<file path="src/sv/mains_hum_notch_filter_top_assert.svh">
// Assertion shorthands for the notch filter modules; only mhnf_seq uses them.
// Each expects clk and rst_n in the scope where it is used.
`ifndef MAINS_HUM_NOTCH_FILTER_TOP_ASSERT_SVH
`define MAINS_HUM_NOTCH_FILTER_TOP_ASSERT_SVH

// The consequent must hold in the same cycle as the antecedent.
`define MHNF_ASSERT_NOW(lbl, ante, cons, msg) \
  lbl: assert property (@(posedge clk) disable iff (!rst_n) (ante) |-> (cons)) \
    else $error(msg);

// The consequent must hold in the cycle after the antecedent.
`define MHNF_ASSERT_NEXT(lbl, ante, cons, msg) \
  lbl: assert property (@(posedge clk) disable iff (!rst_n) (ante) |=> (cons)) \
    else $error(msg);

`endif

</file>
<file path="src/sv/mhnf_pkg.sv">
`timescale 1ns / 1ps

package mhnf_pkg;

  // Default widths of the sample and of the coefficient fraction.
  localparam int SAMPLE_WIDTH_DEF   = 16;
  localparam int COEF_FRAC_BITS_DEF = 14;

  // Delay elements and stage outputs are held in 40 bits.
  localparam int STATE_W = 40;
  localparam int HALF_W  = STATE_W / 2;

  // Configuration port.
  localparam int CFG_IDX_W  = 4;
  localparam int CFG_DATA_W = 8;
  localparam logic [CFG_IDX_W-1:0] REG_HUM_SELECT  = CFG_IDX_W'(0);
  localparam logic [CFG_IDX_W-1:0] REG_RATE_SELECT = CFG_IDX_W'(1);

  // Coefficient sets: index is {hum_select, rate_select}.
  localparam int NUM_SEL  = 4;
  localparam int SEL_W    = 2;
  localparam int NUM_COEF = 13;

  // Coefficients times 10000, per set.
  localparam int NUM_TAB [NUM_SEL][6] = '{
    '{9522, -15407, 9522, 8158, -8045, 855},
    '{5869, -11146, 5869, 10499, -20000, 10499},
    '{9528, -13891, 9528, 8272, -7225, 264},
    '{5824, -10810, 5824, 10736, -20000, 10736}
  };
  localparam int DEN_TAB [NUM_SEL][6] = '{
    '{10000, -15395, 9056, 10000, -11187, 3129},
    '{10000, -18844, 9893, 10000, -18991, 9892},
    '{10000, -13880, 9066, 10000, -9739, 2371},
    '{10000, -18407, 9894, 10000, -18584, 9891}
  };
  localparam int GAIN_TAB [NUM_SEL] = '{13422, 14399, 13430, 14206};

  // Coefficient selector: numerators, denominators, then the gain.
  typedef enum logic [3:0] {
    C_B0, C_B1, C_B2, C_B3, C_B4, C_B5,
    C_A0, C_A1, C_A2, C_A3, C_A4, C_A5,
    C_G
  } coef_sel_t;

  // Operand sources for the multiplier and for accumulator loads.
  typedef enum logic [2:0] {
    OPD_ZERO, OPD_X, OPD_Y1, OPD_Y2, OPD_S0, OPD_S1, OPD_S2, OPD_S3
  } opd_sel_t;

  // Multiplier pass: low half of the operand, or high half.
  typedef enum logic [1:0] {MUL_NONE, MUL_LO, MUL_HI} mul_op_t;

  // Product assembly and rounding.
  typedef enum logic [1:0] {RND_NONE, RND_EXACT, RND_F, RND_2F} rnd_t;

  // Accumulator operation.
  typedef enum logic [1:0] {ACC_NONE, ACC_LOAD, ACC_ADD, ACC_SUB} acc_op_t;

  // Saturating write of the accumulator.
  typedef enum logic [2:0] {
    DST_NONE, DST_Y1, DST_Y2, DST_S0, DST_S1, DST_S2, DST_S3, DST_OUT
  } dst_t;

  // One microcode word.
  typedef struct packed {
    mul_op_t   mul_op;
    coef_sel_t coef;
    opd_sel_t  mul_opd;
    rnd_t      rnd;
    acc_op_t   acc_op;
    opd_sel_t  ld_opd;
    dst_t      dst;
  } uop_t;

  // Sequencer to datapath control.
  typedef struct packed {
    logic take;
    logic step;
    uop_t uop;
  } ctl_t;

  localparam int PROG_LEN = 27;
  localparam int PC_W     = $clog2(PROG_LEN);
  localparam logic [PC_W-1:0] PC_LAST = PC_W'(PROG_LEN - 1);

  localparam uop_t UOP_IDLE = '{
    MUL_NONE, C_B0, OPD_ZERO, RND_NONE, ACC_NONE, OPD_ZERO, DST_NONE
  };

  // Raw coefficient (times 10000) of a set.
  function automatic int coef_raw(input int sel, input int k);
    if (k < 6) begin
      return NUM_TAB[sel][k];
    end else if (k < 12) begin
      return DEN_TAB[sel][k-6];
    end
    return GAIN_TAB[sel];
  endfunction

  // Scale by 2^frac and divide by 10000, rounding half away from zero.
  // Only evaluated at elaboration.
  function automatic longint quant(input int v, input int frac);
    longint n;
    n = longint'(v) * (longint'(1) << frac);
    if (n >= 0) begin
      return (n + 5000) / 10000;
    end
    return -((-n + 5000) / 10000);
  endfunction

  // Microprogram. Each product takes a low pass, a high pass, an assembly
  // step and an accumulate step; successive products overlap.
  function automatic uop_t uop_at(input logic [PC_W-1:0] pc);
    uop_t u;
    u = UOP_IDLE;
    unique case (pc)
      PC_W'(0): begin
        u.mul_op = MUL_LO; u.coef = C_B0; u.mul_opd = OPD_X;
        u.acc_op = ACC_LOAD; u.ld_opd = OPD_S0;
      end
      PC_W'(1): begin
        u.mul_op = MUL_HI; u.coef = C_B0; u.mul_opd = OPD_X;
      end
      PC_W'(2): begin
        u.rnd = RND_EXACT;
        u.mul_op = MUL_LO; u.coef = C_B1; u.mul_opd = OPD_X;
      end
      PC_W'(3): begin
        u.acc_op = ACC_ADD;
        u.mul_op = MUL_HI; u.coef = C_B1; u.mul_opd = OPD_X;
      end
      PC_W'(4): begin
        u.dst = DST_Y1; u.acc_op = ACC_LOAD; u.ld_opd = OPD_S1;
        u.rnd = RND_EXACT;
      end
      PC_W'(5): begin
        u.acc_op = ACC_ADD;
        u.mul_op = MUL_LO; u.coef = C_A1; u.mul_opd = OPD_Y1;
      end
      PC_W'(6): begin
        u.mul_op = MUL_HI; u.coef = C_A1; u.mul_opd = OPD_Y1;
      end
      PC_W'(7): begin
        u.rnd = RND_F;
        u.mul_op = MUL_LO; u.coef = C_B2; u.mul_opd = OPD_X;
      end
      PC_W'(8): begin
        u.acc_op = ACC_SUB;
        u.mul_op = MUL_HI; u.coef = C_B2; u.mul_opd = OPD_X;
      end
      PC_W'(9): begin
        u.dst = DST_S0; u.acc_op = ACC_LOAD; u.ld_opd = OPD_ZERO;
        u.rnd = RND_EXACT;
        u.mul_op = MUL_LO; u.coef = C_A2; u.mul_opd = OPD_Y1;
      end
      PC_W'(10): begin
        u.acc_op = ACC_ADD;
        u.mul_op = MUL_HI; u.coef = C_A2; u.mul_opd = OPD_Y1;
      end
      PC_W'(11): begin
        u.rnd = RND_F;
        u.mul_op = MUL_LO; u.coef = C_B3; u.mul_opd = OPD_Y1;
      end
      PC_W'(12): begin
        u.acc_op = ACC_SUB;
        u.mul_op = MUL_HI; u.coef = C_B3; u.mul_opd = OPD_Y1;
      end
      PC_W'(13): begin
        u.dst = DST_S1; u.acc_op = ACC_LOAD; u.ld_opd = OPD_S2;
        u.rnd = RND_F;
        u.mul_op = MUL_LO; u.coef = C_B4; u.mul_opd = OPD_Y1;
      end
      PC_W'(14): begin
        u.acc_op = ACC_ADD;
        u.mul_op = MUL_HI; u.coef = C_B4; u.mul_opd = OPD_Y1;
      end
      PC_W'(15): begin
        u.dst = DST_Y2; u.acc_op = ACC_LOAD; u.ld_opd = OPD_S3;
        u.rnd = RND_F;
      end
      PC_W'(16): begin
        u.acc_op = ACC_ADD;
        u.mul_op = MUL_LO; u.coef = C_A4; u.mul_opd = OPD_Y2;
      end
      PC_W'(17): begin
        u.mul_op = MUL_HI; u.coef = C_A4; u.mul_opd = OPD_Y2;
      end
      PC_W'(18): begin
        u.rnd = RND_F;
        u.mul_op = MUL_LO; u.coef = C_B5; u.mul_opd = OPD_Y1;
      end
      PC_W'(19): begin
        u.acc_op = ACC_SUB;
        u.mul_op = MUL_HI; u.coef = C_B5; u.mul_opd = OPD_Y1;
      end
      PC_W'(20): begin
        u.dst = DST_S2; u.acc_op = ACC_LOAD; u.ld_opd = OPD_ZERO;
        u.rnd = RND_F;
        u.mul_op = MUL_LO; u.coef = C_A5; u.mul_opd = OPD_Y2;
      end
      PC_W'(21): begin
        u.acc_op = ACC_ADD;
        u.mul_op = MUL_HI; u.coef = C_A5; u.mul_opd = OPD_Y2;
      end
      PC_W'(22): begin
        u.rnd = RND_F;
        u.mul_op = MUL_LO; u.coef = C_G; u.mul_opd = OPD_Y2;
      end
      PC_W'(23): begin
        u.acc_op = ACC_SUB;
        u.mul_op = MUL_HI; u.coef = C_G; u.mul_opd = OPD_Y2;
      end
      PC_W'(24): begin
        u.dst = DST_S3; u.acc_op = ACC_LOAD; u.ld_opd = OPD_ZERO;
        u.rnd = RND_2F;
      end
      PC_W'(25): begin
        u.acc_op = ACC_ADD;
      end
      PC_W'(26): begin
        u.dst = DST_OUT;
      end
      default: begin
        u = UOP_IDLE;
      end
    endcase
    return u;
  endfunction

endpackage

</file>
<file path="src/sv/mhnf_seq.sv">
`timescale 1ns / 1ps
`include "mains_hum_notch_filter_top_assert.svh"

module mhnf_seq (
  input  logic            clk,
  input  logic            rst_n,
  input  logic            in_valid,
  output logic            in_ready,
  input  logic            out_full,
  output mhnf_pkg::ctl_t  ctl
);
  import mhnf_pkg::*;

  logic            busy_r;
  logic            busy_nxt;
  logic [PC_W-1:0] pc_r;
  logic [PC_W-1:0] pc_nxt;
  logic            take;
  logic            at_end;

  // A new word is taken whenever no sample is being worked on.
  assign in_ready = !busy_r;
  assign take     = in_valid && in_ready;
  assign at_end   = (pc_r == PC_LAST);

  // The last step writes the output register, so it waits while that is full.
  always_comb begin
    ctl.take = take;
    ctl.step = busy_r && !(at_end && out_full);
    ctl.uop  = uop_at(pc_r);
  end

  // Program counter and busy flag.
  always_comb begin
    busy_nxt = busy_r;
    pc_nxt   = pc_r;
    if (take) begin
      busy_nxt = 1'b1;
      pc_nxt   = '0;
    end else if (ctl.step) begin
      if (at_end) begin
        busy_nxt = 1'b0;
      end else begin
        pc_nxt = pc_r + 1'b1;
      end
    end
  end

  always_ff @(posedge clk) begin
    if (!rst_n) begin
      busy_r <= 1'b0;
      pc_r   <= '0;
    end else begin
      busy_r <= busy_nxt;
      pc_r   <= pc_nxt;
    end
  end

  `MHNF_ASSERT_NEXT(a_take_starts, take, busy_r && (pc_r == '0), "sample taken but program not started")
  `MHNF_ASSERT_NOW(a_hold_only_at_end, busy_r && !ctl.step, at_end && out_full, "program held away from its last step")
  `MHNF_ASSERT_NEXT(a_end_frees, ctl.step && at_end, !busy_r, "program did not finish after its last step")

endmodule

</file>
<file path="src/sv/mhnf_mac.sv">
`timescale 1ns / 1ps

module mhnf_mac #(
  parameter int SAMPLE_WIDTH   = mhnf_pkg::SAMPLE_WIDTH_DEF,
  parameter int COEF_FRAC_BITS = mhnf_pkg::COEF_FRAC_BITS_DEF
) (
  input  logic                           clk,
  input  logic                           rst_n,
  input  mhnf_pkg::ctl_t                 ctl,
  input  logic                           hum_sel,
  input  logic                           rate_sel,
  input  logic signed [SAMPLE_WIDTH-1:0] in_sample,
  output logic signed [SAMPLE_WIDTH-1:0] filtered
);
  import mhnf_pkg::*;

  localparam int CW    = COEF_FRAC_BITS + 2;
  localparam int MW    = CW + HALF_W + 1;
  localparam int PW    = CW + STATE_W;
  localparam int SUM_W = PW + 1;
  localparam int ACC_W = SUM_W + 2;
  localparam logic signed [SUM_W-1:0] HALF_F  = SUM_W'(1) << (COEF_FRAC_BITS - 1);
  localparam logic signed [SUM_W-1:0] HALF_2F = SUM_W'(1) << (2 * COEF_FRAC_BITS - 1);

  logic signed [CW-1:0]           coef_rom [NUM_SEL][NUM_COEF];
  logic [SEL_W-1:0]               sel;
  logic signed [CW-1:0]           coef;
  logic signed [STATE_W-1:0]      mul_src;
  logic signed [STATE_W-1:0]      ld_val;
  logic signed [HALF_W:0]         mul_b;
  logic signed [MW-1:0]           mul_p;
  logic signed [SUM_W-1:0]        sum_full;
  logic signed [SUM_W-1:0]        rnd_add;

  logic signed [SAMPLE_WIDTH-1:0] x_r, x_nxt;
  logic signed [STATE_W-1:0]      x_ext;
  logic signed [MW-1:0]           lo_r, lo_nxt;
  logic signed [MW-1:0]           hi_r, hi_nxt;
  logic signed [SUM_W-1:0]        term_r, term_nxt;
  logic signed [ACC_W-1:0]        acc_r, acc_nxt;
  logic signed [STATE_W-1:0]      y1_r, y1_nxt;
  logic signed [STATE_W-1:0]      y2_r, y2_nxt;
  logic signed [STATE_W-1:0]      s0_r, s0_nxt;
  logic signed [STATE_W-1:0]      s1_r, s1_nxt;
  logic signed [STATE_W-1:0]      s2_r, s2_nxt;
  logic signed [STATE_W-1:0]      s3_r, s3_nxt;
  logic signed [STATE_W-1:0]      acc_sat;

  // Saturate the accumulator to the delay width.
  function automatic logic signed [STATE_W-1:0] sat_state(
    input logic signed [ACC_W-1:0] v
  );
    logic [ACC_W-STATE_W:0] upper;
    upper = v[ACC_W-1:STATE_W-1];
    if ((&upper) || !(|upper)) begin
      return v[STATE_W-1:0];
    end else if (v[ACC_W-1]) begin
      return {1'b1, {(STATE_W-1){1'b0}}};
    end
    return {1'b0, {(STATE_W-1){1'b1}}};
  endfunction

  // Saturate the accumulator to the sample width.
  function automatic logic signed [SAMPLE_WIDTH-1:0] sat_sample(
    input logic signed [ACC_W-1:0] v
  );
    logic [ACC_W-SAMPLE_WIDTH:0] upper;
    upper = v[ACC_W-1:SAMPLE_WIDTH-1];
    if ((&upper) || !(|upper)) begin
      return v[SAMPLE_WIDTH-1:0];
    end else if (v[ACC_W-1]) begin
      return {1'b1, {(SAMPLE_WIDTH-1){1'b0}}};
    end
    return {1'b0, {(SAMPLE_WIDTH-1){1'b1}}};
  endfunction

  // Operand selection shared by the multiplier and the accumulator load.
  function automatic logic signed [STATE_W-1:0] pick(
    input opd_sel_t                  s,
    input logic signed [STATE_W-1:0] xv,
    input logic signed [STATE_W-1:0] y1v,
    input logic signed [STATE_W-1:0] y2v,
    input logic signed [STATE_W-1:0] s0v,
    input logic signed [STATE_W-1:0] s1v,
    input logic signed [STATE_W-1:0] s2v,
    input logic signed [STATE_W-1:0] s3v
  );
    logic signed [STATE_W-1:0] r;
    unique case (s)
      OPD_ZERO: r = '0;
      OPD_X:    r = xv;
      OPD_Y1:   r = y1v;
      OPD_Y2:   r = y2v;
      OPD_S0:   r = s0v;
      OPD_S1:   r = s1v;
      OPD_S2:   r = s2v;
      OPD_S3:   r = s3v;
    endcase
    return r;
  endfunction

  // Quantized coefficient table, built at elaboration.
  for (genvar gs = 0; gs < NUM_SEL; gs++) begin : g_sel
    for (genvar gk = 0; gk < NUM_COEF; gk++) begin : g_coef
      assign coef_rom[gs][gk] = CW'(quant(coef_raw(gs, gk), COEF_FRAC_BITS));
    end
  end

  assign sel   = {hum_sel, rate_sel};
  assign coef  = coef_rom[sel][ctl.uop.coef];
  assign x_ext = STATE_W'(x_r);

  always_comb begin
    mul_src = pick(ctl.uop.mul_opd, x_ext, y1_r, y2_r, s0_r, s1_r, s2_r, s3_r);
    ld_val  = pick(ctl.uop.ld_opd, x_ext, y1_r, y2_r, s0_r, s1_r, s2_r, s3_r);
  end

  // The one multiplier works on half the operand per pass.
  always_comb begin
    if (ctl.uop.mul_op == MUL_HI) begin
      mul_b = {mul_src[STATE_W-1], mul_src[STATE_W-1:HALF_W]};
    end else begin
      mul_b = {1'b0, mul_src[HALF_W-1:0]};
    end
  end
  assign mul_p = coef * mul_b;

  // Join the two partial products; the rounded modes add the rounding half and scale back.
  always_comb begin
    unique case (ctl.uop.rnd)
      RND_F:   rnd_add = HALF_F;
      RND_2F:  rnd_add = HALF_2F;
      default: rnd_add = '0;
    endcase
  end
  assign sum_full = SUM_W'(lo_r) + (SUM_W'(hi_r) <<< HALF_W) + rnd_add;
  assign acc_sat  = sat_state(acc_r);

  // Next values of the datapath registers; all but the input sample, which loads on take, wait for a step.
  always_comb begin
    x_nxt    = ctl.take ? in_sample : x_r;
    lo_nxt   = lo_r;
    hi_nxt   = hi_r;
    term_nxt = term_r;
    acc_nxt  = acc_r;
    y1_nxt   = y1_r;
    y2_nxt   = y2_r;
    s0_nxt   = s0_r;
    s1_nxt   = s1_r;
    s2_nxt   = s2_r;
    s3_nxt   = s3_r;
    if (ctl.step) begin
      unique case (ctl.uop.mul_op)
        MUL_LO:  lo_nxt = mul_p;
        MUL_HI:  hi_nxt = mul_p;
        default: ;
      endcase
      unique case (ctl.uop.rnd)
        RND_EXACT: term_nxt = sum_full;
        RND_F:     term_nxt = sum_full >>> COEF_FRAC_BITS;
        RND_2F:    term_nxt = sum_full >>> (2 * COEF_FRAC_BITS);
        default:   ;
      endcase
      unique case (ctl.uop.acc_op)
        ACC_LOAD: acc_nxt = ACC_W'(ld_val);
        ACC_ADD:  acc_nxt = acc_r + ACC_W'(term_r);
        ACC_SUB:  acc_nxt = acc_r - ACC_W'(term_r);
        default:  ;
      endcase
      unique case (ctl.uop.dst)
        DST_Y1:  y1_nxt = acc_sat;
        DST_Y2:  y2_nxt = acc_sat;
        DST_S0:  s0_nxt = acc_sat;
        DST_S1:  s1_nxt = acc_sat;
        DST_S2:  s2_nxt = acc_sat;
        DST_S3:  s3_nxt = acc_sat;
        default: ;
      endcase
    end
  end

  // Working registers.
  always_ff @(posedge clk) begin
    x_r    <= x_nxt;
    lo_r   <= lo_nxt;
    hi_r   <= hi_nxt;
    term_r <= term_nxt;
    acc_r  <= acc_nxt;
    y1_r   <= y1_nxt;
    y2_r   <= y2_nxt;
  end

  // Filter delays clear at reset.
  always_ff @(posedge clk) begin
    if (!rst_n) begin
      s0_r <= '0;
      s1_r <= '0;
      s2_r <= '0;
      s3_r <= '0;
    end else begin
      s0_r <= s0_nxt;
      s1_r <= s1_nxt;
      s2_r <= s2_nxt;
      s3_r <= s3_nxt;
    end
  end

  assign filtered = sat_sample(acc_r);

endmodule

</file>
<file path="src/sv/mains_hum_notch_filter_top.sv">
`timescale 1ns / 1ps

// Mains hum notch filter: each input word is one signed sample, each output
// word the sample with 50 Hz or 60 Hz hum removed by two cascaded biquad
// sections and a gain, saturated to the sample width. Register 0 picks the
// hum frequency (0 = 50 Hz, 1 = 60 Hz) and register 1 the sample rate
// (0 = 500 Hz, 1 = 1000 Hz); write them only while no sample is in flight.
// Each sample runs through the whole microprogram before a valid output
// word appears, and a new sample is taken only once the last is done, so
// the block does not overlap samples. The single 21-bit-operand multiplier,
// which needs two passes for each of the eleven products, sets the pace. The
// output register lets the next sample start while a result waits; if it
// is still unread when the next result is due, the block holds.

module mains_hum_notch_filter_top #(
  parameter int SAMPLE_WIDTH   = mhnf_pkg::SAMPLE_WIDTH_DEF,
  parameter int COEF_FRAC_BITS = mhnf_pkg::COEF_FRAC_BITS_DEF
) (
  input  logic                                clk,
  input  logic                                rst_n,
  input  logic                                in_valid,
  output logic                                in_ready,
  input  logic signed [SAMPLE_WIDTH-1:0]      in_sample,
  output logic                                out_valid,
  input  logic                                out_ready,
  output logic signed [SAMPLE_WIDTH-1:0]      out_filtered,
  input  logic                                cfg_valid,
  output logic                                cfg_ready,
  input  logic [mhnf_pkg::CFG_IDX_W-1:0]      cfg_index,
  input  logic [mhnf_pkg::CFG_DATA_W-1:0]     cfg_data
);
  import mhnf_pkg::*;

  ctl_t                           ctl;
  logic                           hum_r, hum_nxt;
  logic                           rate_r, rate_nxt;
  logic                           out_valid_r, out_valid_nxt;
  logic signed [SAMPLE_WIDTH-1:0] out_filtered_r, out_filtered_nxt;
  logic signed [SAMPLE_WIDTH-1:0] filtered;
  logic                           out_full;
  logic                           out_load;

  mhnf_seq u_seq (
    .clk      (clk),
    .rst_n    (rst_n),
    .in_valid (in_valid),
    .in_ready (in_ready),
    .out_full (out_full),
    .ctl      (ctl)
  );

  mhnf_mac #(
    .SAMPLE_WIDTH   (SAMPLE_WIDTH),
    .COEF_FRAC_BITS (COEF_FRAC_BITS)
  ) u_mac (
    .clk       (clk),
    .rst_n     (rst_n),
    .ctl       (ctl),
    .hum_sel   (hum_r),
    .rate_sel  (rate_r),
    .in_sample (in_sample),
    .filtered  (filtered)
  );

  // Configuration writes; unknown indexes and upper data bits are ignored.
  assign cfg_ready = 1'b1;

  always_comb begin
    hum_nxt  = hum_r;
    rate_nxt = rate_r;
    if (cfg_valid && cfg_ready) begin
      unique case (cfg_index)
        REG_HUM_SELECT:  hum_nxt  = cfg_data[0];
        REG_RATE_SELECT: rate_nxt = cfg_data[0];
        default:         ;
      endcase
    end
  end

  // Output register: filled by the last program step, emptied by the sink.
  assign out_full = out_valid_r && !out_ready;
  assign out_load = ctl.step && (ctl.uop.dst == DST_OUT);

  always_comb begin
    out_valid_nxt    = out_valid_r;
    out_filtered_nxt = out_filtered_r;
    if (out_load) begin
      out_valid_nxt    = 1'b1;
      out_filtered_nxt = filtered;
    end else if (out_ready) begin
      out_valid_nxt = 1'b0;
    end
  end

  always_ff @(posedge clk) begin
    if (!rst_n) begin
      hum_r       <= 1'b0;
      rate_r      <= 1'b0;
      out_valid_r <= 1'b0;
    end else begin
      hum_r       <= hum_nxt;
      rate_r      <= rate_nxt;
      out_valid_r <= out_valid_nxt;
    end
  end

  always_ff @(posedge clk) begin
    out_filtered_r <= out_filtered_nxt;
  end

  assign out_valid    = out_valid_r;
  assign out_filtered = out_filtered_r;

endmodule

</file>
<file path="config.mk">
export PLATFORM = sky130hd
export DESIGN_NAME = mains_hum_notch_filter_top
export DESIGN_NICKNAME = d
export VERILOG_FILES = /design/src/sv/mhnf_pkg.sv /design/src/sv/mhnf_seq.sv /design/src/sv/mhnf_mac.sv /design/src/sv/mains_hum_notch_filter_top.sv
export VERILOG_INCLUDE_DIRS = /design/src /design/src/sv
export SDC_FILE = /design/constraint.sdc
export NUM_CORES = 2
export LEC_CHECK = 0
export ABC_AREA = 1
export BUFFER_PORTS_ARGS = -buffer_cell sky130_fd_sc_hd__buf_2
export CAP_MARGIN = 20
export CELL_PAD_IN_SITES_DETAIL_PLACEMENT = 1
export CELL_PAD_IN_SITES_GLOBAL_PLACEMENT = 2
export CORE_ASPECT_RATIO = 1.75
export CORE_MARGIN = 2
export CORE_UTILIZATION = 35
export DETAILED_ROUTE_END_ITERATION = 16
export PLACE_DENSITY = 0.77
export SLEW_MARGIN = 30
export SYNTH_ARGS = -nofsm -noshare
export SYNTH_HDL_FRONTEND = slang
export SYNTH_HIERARCHICAL = 1
export SYNTH_SLANG_ARGS = --single-unit
</file>
<file path="constraint.sdc">
create_clock -name clk -period 7.3 [get_ports clk]
set_input_delay 0.365 -clock clk [delete_from_list [all_inputs] [get_ports clk]]
set_output_delay 0.365 -clock clk [all_outputs]
set_load 0.05 [all_outputs]
</file>
# Word level (Yosys, flattened, before mapping)
# Cells that the tools add are included.
[classes]
n_eq_ne = 56
mux = 30
n_addsub = 5
reduce_logical = 45
n_lt_le_gt_ge = 2
bitwise = 4
multipliers = 1
[op_table]
columns = ["cell", "count"]
rows = [
  ["40-bit case mux with 8 select lines", 2],
  ["208-bit binary-select mux with 2-bit select", 1],
  ["208-bit two-way mux", 2],
  ["9-bit case mux with 22 select lines", 1],
  ["59-bit case mux with 3 select lines", 1],
  ["57-bit case mux with 3 select lines", 1],
  ["40-bit two-way mux", 3],
  ["16-bit binary-select mux with 4-bit select", 1],
  ["16-bit two-way mux", 4],
  ["59-bit by 57-bit adder with 59-bit output", 1],
  ["59-bit by 57-bit subtractor with 59-bit output", 1],
  ["37-bit by 57-bit adder with 57-bit output", 1],
  ["57-bit by 29-bit adder with 57-bit output", 1],
  ["28-bit case mux with 2 select lines", 1],
  ["5-bit equality test (second input constant)", 11],
  ["44-bit AND reduction", 1],
  ["44-bit OR reduction", 1],
  ["5-bit by 4-bit equality test with 1-bit output (second input constant)", 8],
  ["16-bit by 21-bit multiplier with 37-bit output", 1],
  ["3-bit equality test (second input constant)", 12],
  ["2-bit AND reduction", 14],
  ["21-bit two-way mux", 1],
  ["3-bit case mux with 7 select lines", 1],
  ["7-bit OR reduction", 3],
  ["30 further kinds", 69],
]
[totals]
register_bits = 471
wordCells = 160
output_inout_bits = 19
inputBits = 33

# Longest topological paths before layout
[depth]
ltp_word = 8
depth_mapped = 42
ltp_nobuf = 41

# Modules after synthesis
# The synthesis kept the hierarchy.
[modules_own_cells]
columns = ["module", "n_inst", "seq_area_each_um2", "cells_each", "area_each_um2"]
rows = [
  ["mhnf_mac", 1, 11791.3, 5869, 43372.8],
  ["mhnf_seq", 1, 120.1, 164, 927.1],
  ["mains_hum_notch_filter_top", 1, 540.5, 47, 666.9],
]

# Least setup slack after synthesis
# OpenSTA, ideal clock, no wires.
[synth_timing]
path_kind = "register to register"
startpoint = "register u_seq.pc_r[0]"
endpoint = "register u_mac.hi_r[36], data pin"
arrival_ps = 7222
t_required_ps = 7036
slack_ps = -187
setup_time_ps = 264
path_stages_with_launch = 32
cell_sequence = "dfxtp_1 -> inv_1 -> ha_1 -> nand2_1 -> nand2_1 -> a21oi_1 -> nand3_1 -> nor3_4 -> inv_2 -> nor2_2 -> a221oi_1 -> nand2_1 -> nand2_2 -> nor2_1 -> inv_1 -> fa_1 -> inv_1 -> fa_1 -> fa_1 -> fa_1 -> inv_1 -> fa_1 -> inv_1 -> fa_1 -> ha_1 -> nand2_1 -> nor2_1 -> nand2_1 -> nor4_1 -> nand3_1 -> nand4_1 -> xnor2_1"
[synth_lines]
columns = ["element", "line", "source"]
rows = [
  ["start, declared", "mhnf_seq.sv:16", "logic [PC_W-1:0] pc_r;"],
  ["start signal, assigned", "mhnf_seq.sv:55", "pc_r <= pc_nxt;"],
  ["end signal, assigned", "mhnf_mac.sv:186", "hi_r <= hi_nxt;"],
  ["end, declared", "mhnf_mac.sv:38", "logic signed [MW-1:0] hi_r, hi_nxt;"],
]

==> impl_results.html <==
<table>
<tr><th>Metric</th><th>Value</th></tr>
<tr><th colspan="2">Status</th></tr>
<tr><td>Run status</td><td>complete, but fails checks</td></tr>
<tr><td>Failing checks</td><td>max-slew violations, negative setup slack</td></tr>
<tr><th colspan="2">Cells and area</th></tr>
<tr><td>Fraction of layout cells with a size suffix above 1</td><td>18.2%</td></tr>
<tr><td>Filler instances</td><td>15735</td></tr>
<tr><td>Final nets</td><td>7154</td></tr>
<tr><td>P&amp;R area growth vs syn</td><td>24.0%</td></tr>
<tr><td>Final Cell Area</td><td>55700 sq um</td></tr>
<tr><th colspan="2">Global routing</th></tr>
<tr><td>Number of global-route vias before repair</td><td>48395</td></tr>
<tr><td>Routing usage on met1</td><td>31.3%</td></tr>
<tr><td>Residual overflow from global routing</td><td>0</td></tr>
<tr><td>Global-route wire length before repair</td><td>309 mm</td></tr>
<tr><td>Number of antenna violations at the first check in global routing</td><td>4</td></tr>
<tr><td>GR Util All Layers</td><td>32.1%</td></tr>
<tr><td>Gr busiest metal</td><td>met2</td></tr>
<tr><td>Maximum number of pins on one net before global-route repair</td><td>84</td></tr>
<tr><td>GR met3 Demand/Resource</td><td>2.30%</td></tr>
<tr><td>Global-route met2 utilization</td><td>61.0%</td></tr>
<tr><th colspan="2">Logic synthesis</th></tr>
<tr><td>Number of flops mapped to enable cells by yosys</td><td>302</td></tr>
<tr><td>Count of yosys warnings during synthesis</td><td>6</td></tr>
<tr><td>Yosys cell types</td><td>68</td></tr>
<tr><td>Syn nets</td><td>6686</td></tr>
<tr><td>Share of the yosys chip area belonging to registers</td><td>27.7%</td></tr>
<tr><td>Asr flop ratio synth</td><td>0%</td></tr>
<tr><td>Number of synthesized register bits</td><td>471</td></tr>
<tr><td>Average instance area after synthesis</td><td>7.40 sq um</td></tr>
<tr><td>Top FF cell, synth</td><td>sky130_fd_sc_hd__edfxtp_1</td></tr>
<tr><td>Post-Synthesis Cell Area</td><td>45000 sq um</td></tr>
<tr><td>Synthesized netlist cell count</td><td>6080</td></tr>
<tr><th colspan="2">Drt</th></tr>
<tr><td>Number of violations reported at the end of detailed-routing iteration 0</td><td>2737</td></tr>
<tr><td>Sum of routed wire length over all layers</td><td>212 mm</td></tr>
<tr><td>1st-pass router iterations</td><td>5</td></tr>
<tr><td>WL/cell</td><td>25.6 um</td></tr>
<tr><td>ANT nets after route</td><td>0</td></tr>
<tr><td>DRC viols</td><td>0</td></tr>
<tr><td>Routed via count</td><td>44637</td></tr>
<tr><td>DR vias/cell</td><td>5.40</td></tr>
<tr><th colspan="2">Setup path</th></tr>
<tr><td>Source of the worst register-to-register timing path</td><td>u_seq/pc_r[0]$_SDFFE_PP0P_</td></tr>
<tr><td>Path depth of the worst reg2reg path</td><td>34</td></tr>
<tr><td>Cell repeated most along the worst path</td><td>sky130_fd_sc_hd__fa_1</td></tr>
<tr><td>Crit path capture type</td><td>flop</td></tr>
<tr><td>Cell with the largest stage delay on the worst path</td><td>sky130_fd_sc_hd__fa_2</td></tr>
<tr><td>Setup slack, reg-to-reg</td><td>-0.44 ns</td></tr>
<tr><td>WP data required</td><td>7.68 ns</td></tr>
<tr><td>Arrival time at the worst endpoint</td><td>8.12 ns</td></tr>
<tr><td>Largest driver fanout on the critical path</td><td>7</td></tr>
<tr><td>Critical Path Start</td><td>u_seq/pc_r[0]$_SDFFE_PP0P_</td></tr>
<tr><td>Endpoint of the most critical register-to-register path</td><td>u_mac/hi_r[36]$_DFFE_PP_</td></tr>
<tr><td>Worst setup path end</td><td>u_mac/hi_r[36]$_DFFE_PP_</td></tr>
<tr><td>Longest individual stage delay on the worst path</td><td>0.62 ns</td></tr>
<tr><td>Critical path class</td><td>reg2reg</td></tr>
<tr><td>Category of the worst setup path launch point</td><td>flop</td></tr>
<tr><th colspan="2">Timing</th></tr>
<tr><td>Final clock period utilization by the worst path</td><td>106%</td></tr>
<tr><td>Fin worst setup slack</td><td>-0.442 ns</td></tr>
<tr><td>Final critical-path required period</td><td>7.74 ns</td></tr>
<tr><td>Worst max-slew margin expressed relative to the limit</td><td>-88.0%</td></tr>
<tr><td>Count of final hold-check violations</td><td>0</td></tr>
<tr><td>Accumulated negative setup slack</td><td>-14.43 ns</td></tr>
<tr><td>Final count of negative-setup-slack endpoints</td><td>48</td></tr>
<tr><td>Max Clk Rate</td><td>129 MHz</td></tr>
<tr><td>Final Max Slew Viols</td><td>66</td></tr>
<tr><td>Final setup skew</td><td>0.0607 ns</td></tr>
<tr><td>RSZ-0062 raised after global routing</td><td>yes</td></tr>
<tr><td>Transition time of the tightest slew-check pin</td><td>2.81 ns</td></tr>
<tr><th colspan="2">Place</th></tr>
<tr><td>Post-detailed-placement half-perimeter wirelength</td><td>169 mm</td></tr>
<tr><td>Routability Congestion</td><td>0.977</td></tr>
<tr><td>Port Buffer Count</td><td>43</td></tr>
<tr><td>Placed inst area</td><td>50400 sq um</td></tr>
<tr><th colspan="2">Hold path</th></tr>
<tr><td>Type of the tightest min-delay check</td><td>in2reg</td></tr>
<tr><td>Hold Path Stages</td><td>4</td></tr>
<tr><th colspan="2">Clock tree</th></tr>
<tr><td>Library cell used as clock root buffer</td><td>sky130_fd_sc_hd__clkbuf_16</td></tr>
<tr><td>H-tree levels</td><td>2</td></tr>
<tr><td>CTS tree</td><td>yes</td></tr>
<tr><td>Clock transition at path regs</td><td>0.07 ns</td></tr>
<tr><td>Max Root-Sink Buffers</td><td>3</td></tr>
<tr><td>Number of clock sinks</td><td>471</td></tr>
<tr><td>TritonCTS Buffers</td><td>48</td></tr>
<tr><td>Clock latency on the worst-skew pair</td><td>0.66 ns</td></tr>
<tr><th colspan="2">Floorplanning</th></tr>
<tr><td>Number of top-level design ports</td><td>52</td></tr>
<tr><td>Width of the die</td><td>275 um</td></tr>
<tr><td>Placeable core area</td><td>128000 sq um</td></tr>
<tr><td>Vertical die dimension</td><td>478 um</td></tr>
<tr><td>Floorplan die area</td><td>131000 sq um</td></tr>
<tr><td>Starting density of the core</td><td>35.1%</td></tr>
<tr><td>Number of core rows</td><td>174</td></tr>
<tr><th colspan="2">Power and ir drop</th></tr>
<tr><td>Total power of the final layout</td><td>0.0268 W</td></tr>
<tr><td>Power density over the cells</td><td>481 nW/um^2</td></tr>
<tr><td>Lkg Pwr</td><td>26.1 nW</td></tr>
<tr><td>Worst voltage drop across the vdd grid</td><td>0.851 mV</td></tr>
<tr><th colspan="2">Flow run</th></tr>
<tr><td>Max-cap violations</td><td>0</td></tr>
</table>
power by group:
part | total, W | switching [W] | internal [W]
registers | 0.00381 | 0.000155 | 0.00365
logic | 0.0204 | 0.0119 | 0.00850
clock network | 0.00261 | 0.00124 | 0.00137
total | 0.0268 | 0.0133 | 0.0135
registers in the layout, summed over array words and instances (netlist names), 40 cells and up:
signal	cells
u_mac/acc_r	59
u_mac/s0_r	40
u_mac/s3_r	40
u_mac/term_r	57
u_mac/y1_r	40
u_mac/y2_r	40
u_mac/s2_r	40
u_mac/s1_r	40
synth_stat cells (35+ instances only):
cell | instances | area share (%)
sky130_fd_sc_hd__inv_1 | 1093 | 9.1
sky130_fd_sc_hd__nor2_1 | 597 | 5.0
sky130_fd_sc_hd__nand3_1 | 314 | 3.5
sky130_fd_sc_hd__clkbuf_1 | 104 | 0.87
sky130_fd_sc_hd__inv_2 | 40 | 0.33
sky130_fd_sc_hd__dfxtp_1 | 169 | 7.5
sky130_fd_sc_hd__xor2_1 | 77 | 1.5
sky130_fd_sc_hd__o22ai_1 | 118 | 1.6
sky130_fd_sc_hd__fa_1 | 335 | 15
sky130_fd_sc_hd__ha_1 | 238 | 6.6
sky130_fd_sc_hd__o21ai_0 | 376 | 4.2
sky130_fd_sc_hd__buf_2 | 39 | 0.43
sky130_fd_sc_hd__nor3_1 | 62 | 0.69
sky130_fd_sc_hd__xnor2_1 | 35 | 0.68
sky130_fd_sc_hd__nand2_1 | 1350 | 11
sky130_fd_sc_hd__edfxtp_1 | 302 | 20
sky130_fd_sc_hd__nand4_1 | 92 | 1.3
sky130_fd_sc_hd__a21oi_1 | 366 | 4.1
worst max-delay path, delay by kind of cell (launching register included):
kind / cells / cell delay [ns]
adder cells (fa/ha/maj): 8 / 3.83
AND/OR/NAND/NOR: 14 / 1.90
buffers and inverters: 9 / 1.09
flip-flops: 1 / 0.37
AO/OA/AOI/OAI: 2 / 0.22
XOR/XNOR: 1 / 0.08
through the flow:
| stage | hold slack [ns] | setup slack (ns) | std cells | utilization [%] |
|---|---|---|---|---|
| after floorplan | 0.464 | 0.00250 | 6080 | - |
| after global placement | 0.531 | -0.970 | 8055 | 39.3 |
| after detailed placement | 0.545 | -1.04 | 8056 | 39.3 |
| after CTS | 0.0665 | -0.227 | 8237 | 42.9 |
| after global routing | 0.107 | -0.694 | 8261 | 43.5 |
| final | 0.101 | -0.442 | 8262 | 43.5 |
kinds of logic (layout without fill, tap and decap cells):
group | after synthesis | in the layout | synth area share, %
other | 2 | 4 | 0.0167
buffers and inverters | 1329 | 1837 | 11.5
AOI/OAI and AO/OA | 1065 | 1065 | 13.6
adders and majority gates | 573 | 573 | 21.5
DFF | 471 | 471 | 27.7
and+or+nand+nor | 2528 | 2528 | 23.5
xor gates and xnor gates | 112 | 112 | 2.18
routing by layer:
metal / vias up / share of wire (%)
li1: 20594 / -
met1: 22214 / 34
met2: 1205 / 53
met3: 624 / 2.9
met4: 0 / 10
met5: - / 0
layout make-up:
| class | instances | area (sq um) | area share (%) |
|---|---|---|---|
| multi-input combinational | 4280 | 29600 | 53.1 |
| sequential | 471 | 12500 | 22.4 |
| timing repair buffer | 605 | 5530 | 9.92 |
| inverter | 1141 | 4420 | 7.93 |
| tap | 1672 | 2090 | 3.75 |
| clock buffer | 60 | 1300 | 2.33 |
| clock inverter | 30 | 304 | 0.545 |
| timing repair inverter | 1 | 7.51 | 0.0135 |
| antenna | 2 | 5.00 | 0.00898 |
worst min-delay path by stage:
stage	startpoint	endpoint
floorplan	in_sample[0]	u_mac/x_r[0]$_DFFE_PP_
global placement	u_mac/s2_r[39]$_SDFFE_PN0P_	u_mac/s2_r[39]$_SDFFE_PN0P_
detailed placement	in_sample[10]	u_mac/x_r[10]$_DFFE_PP_
CTS	cfg_index[0]	rate_r$_SDFFE_PN0P_
global route	cfg_index[0]	rate_r$_SDFFE_PN0P_
finish	cfg_index[0]	rate_r$_SDFFE_PN0P_
timing repair:
item | 4_1_cts | 5_1_grt
hold buffers | 17 | 0
endpoints found under the setup margin | 54 | 54
resized for setup | 516 | 161
pin swaps | 125 | 93
buffers inserted | 68 | 21
endpoints found under the hold margin | 17 | 0
gates cloned | 8 | 0
placed cells by master (no fill, tap or decap), types with 50 or more instances in the layout:
cell                       Yosys  layout
sky130_fd_sc_hd__a21oi_1     366     329
sky130_fd_sc_hd__buf_12        0      50
sky130_fd_sc_hd__buf_4        21     429
sky130_fd_sc_hd__buf_6         6      52
sky130_fd_sc_hd__dfxtp_1     169     166
sky130_fd_sc_hd__edfxtp_1    302     302
sky130_fd_sc_hd__fa_1        335     291
sky130_fd_sc_hd__ha_1        238     209
sky130_fd_sc_hd__inv_1      1093    1040
sky130_fd_sc_hd__inv_2        40      63
sky130_fd_sc_hd__nand2_1    1350    1291
sky130_fd_sc_hd__nand3_1     314     288
sky130_fd_sc_hd__nand4_1      92      92
sky130_fd_sc_hd__nor2_1      597     521
sky130_fd_sc_hd__nor3_1       62      52
sky130_fd_sc_hd__o21ai_0     376     336
sky130_fd_sc_hd__o22ai_1     118     116
sky130_fd_sc_hd__xor2_1       77      65
(Power assumes the default switching activity.)
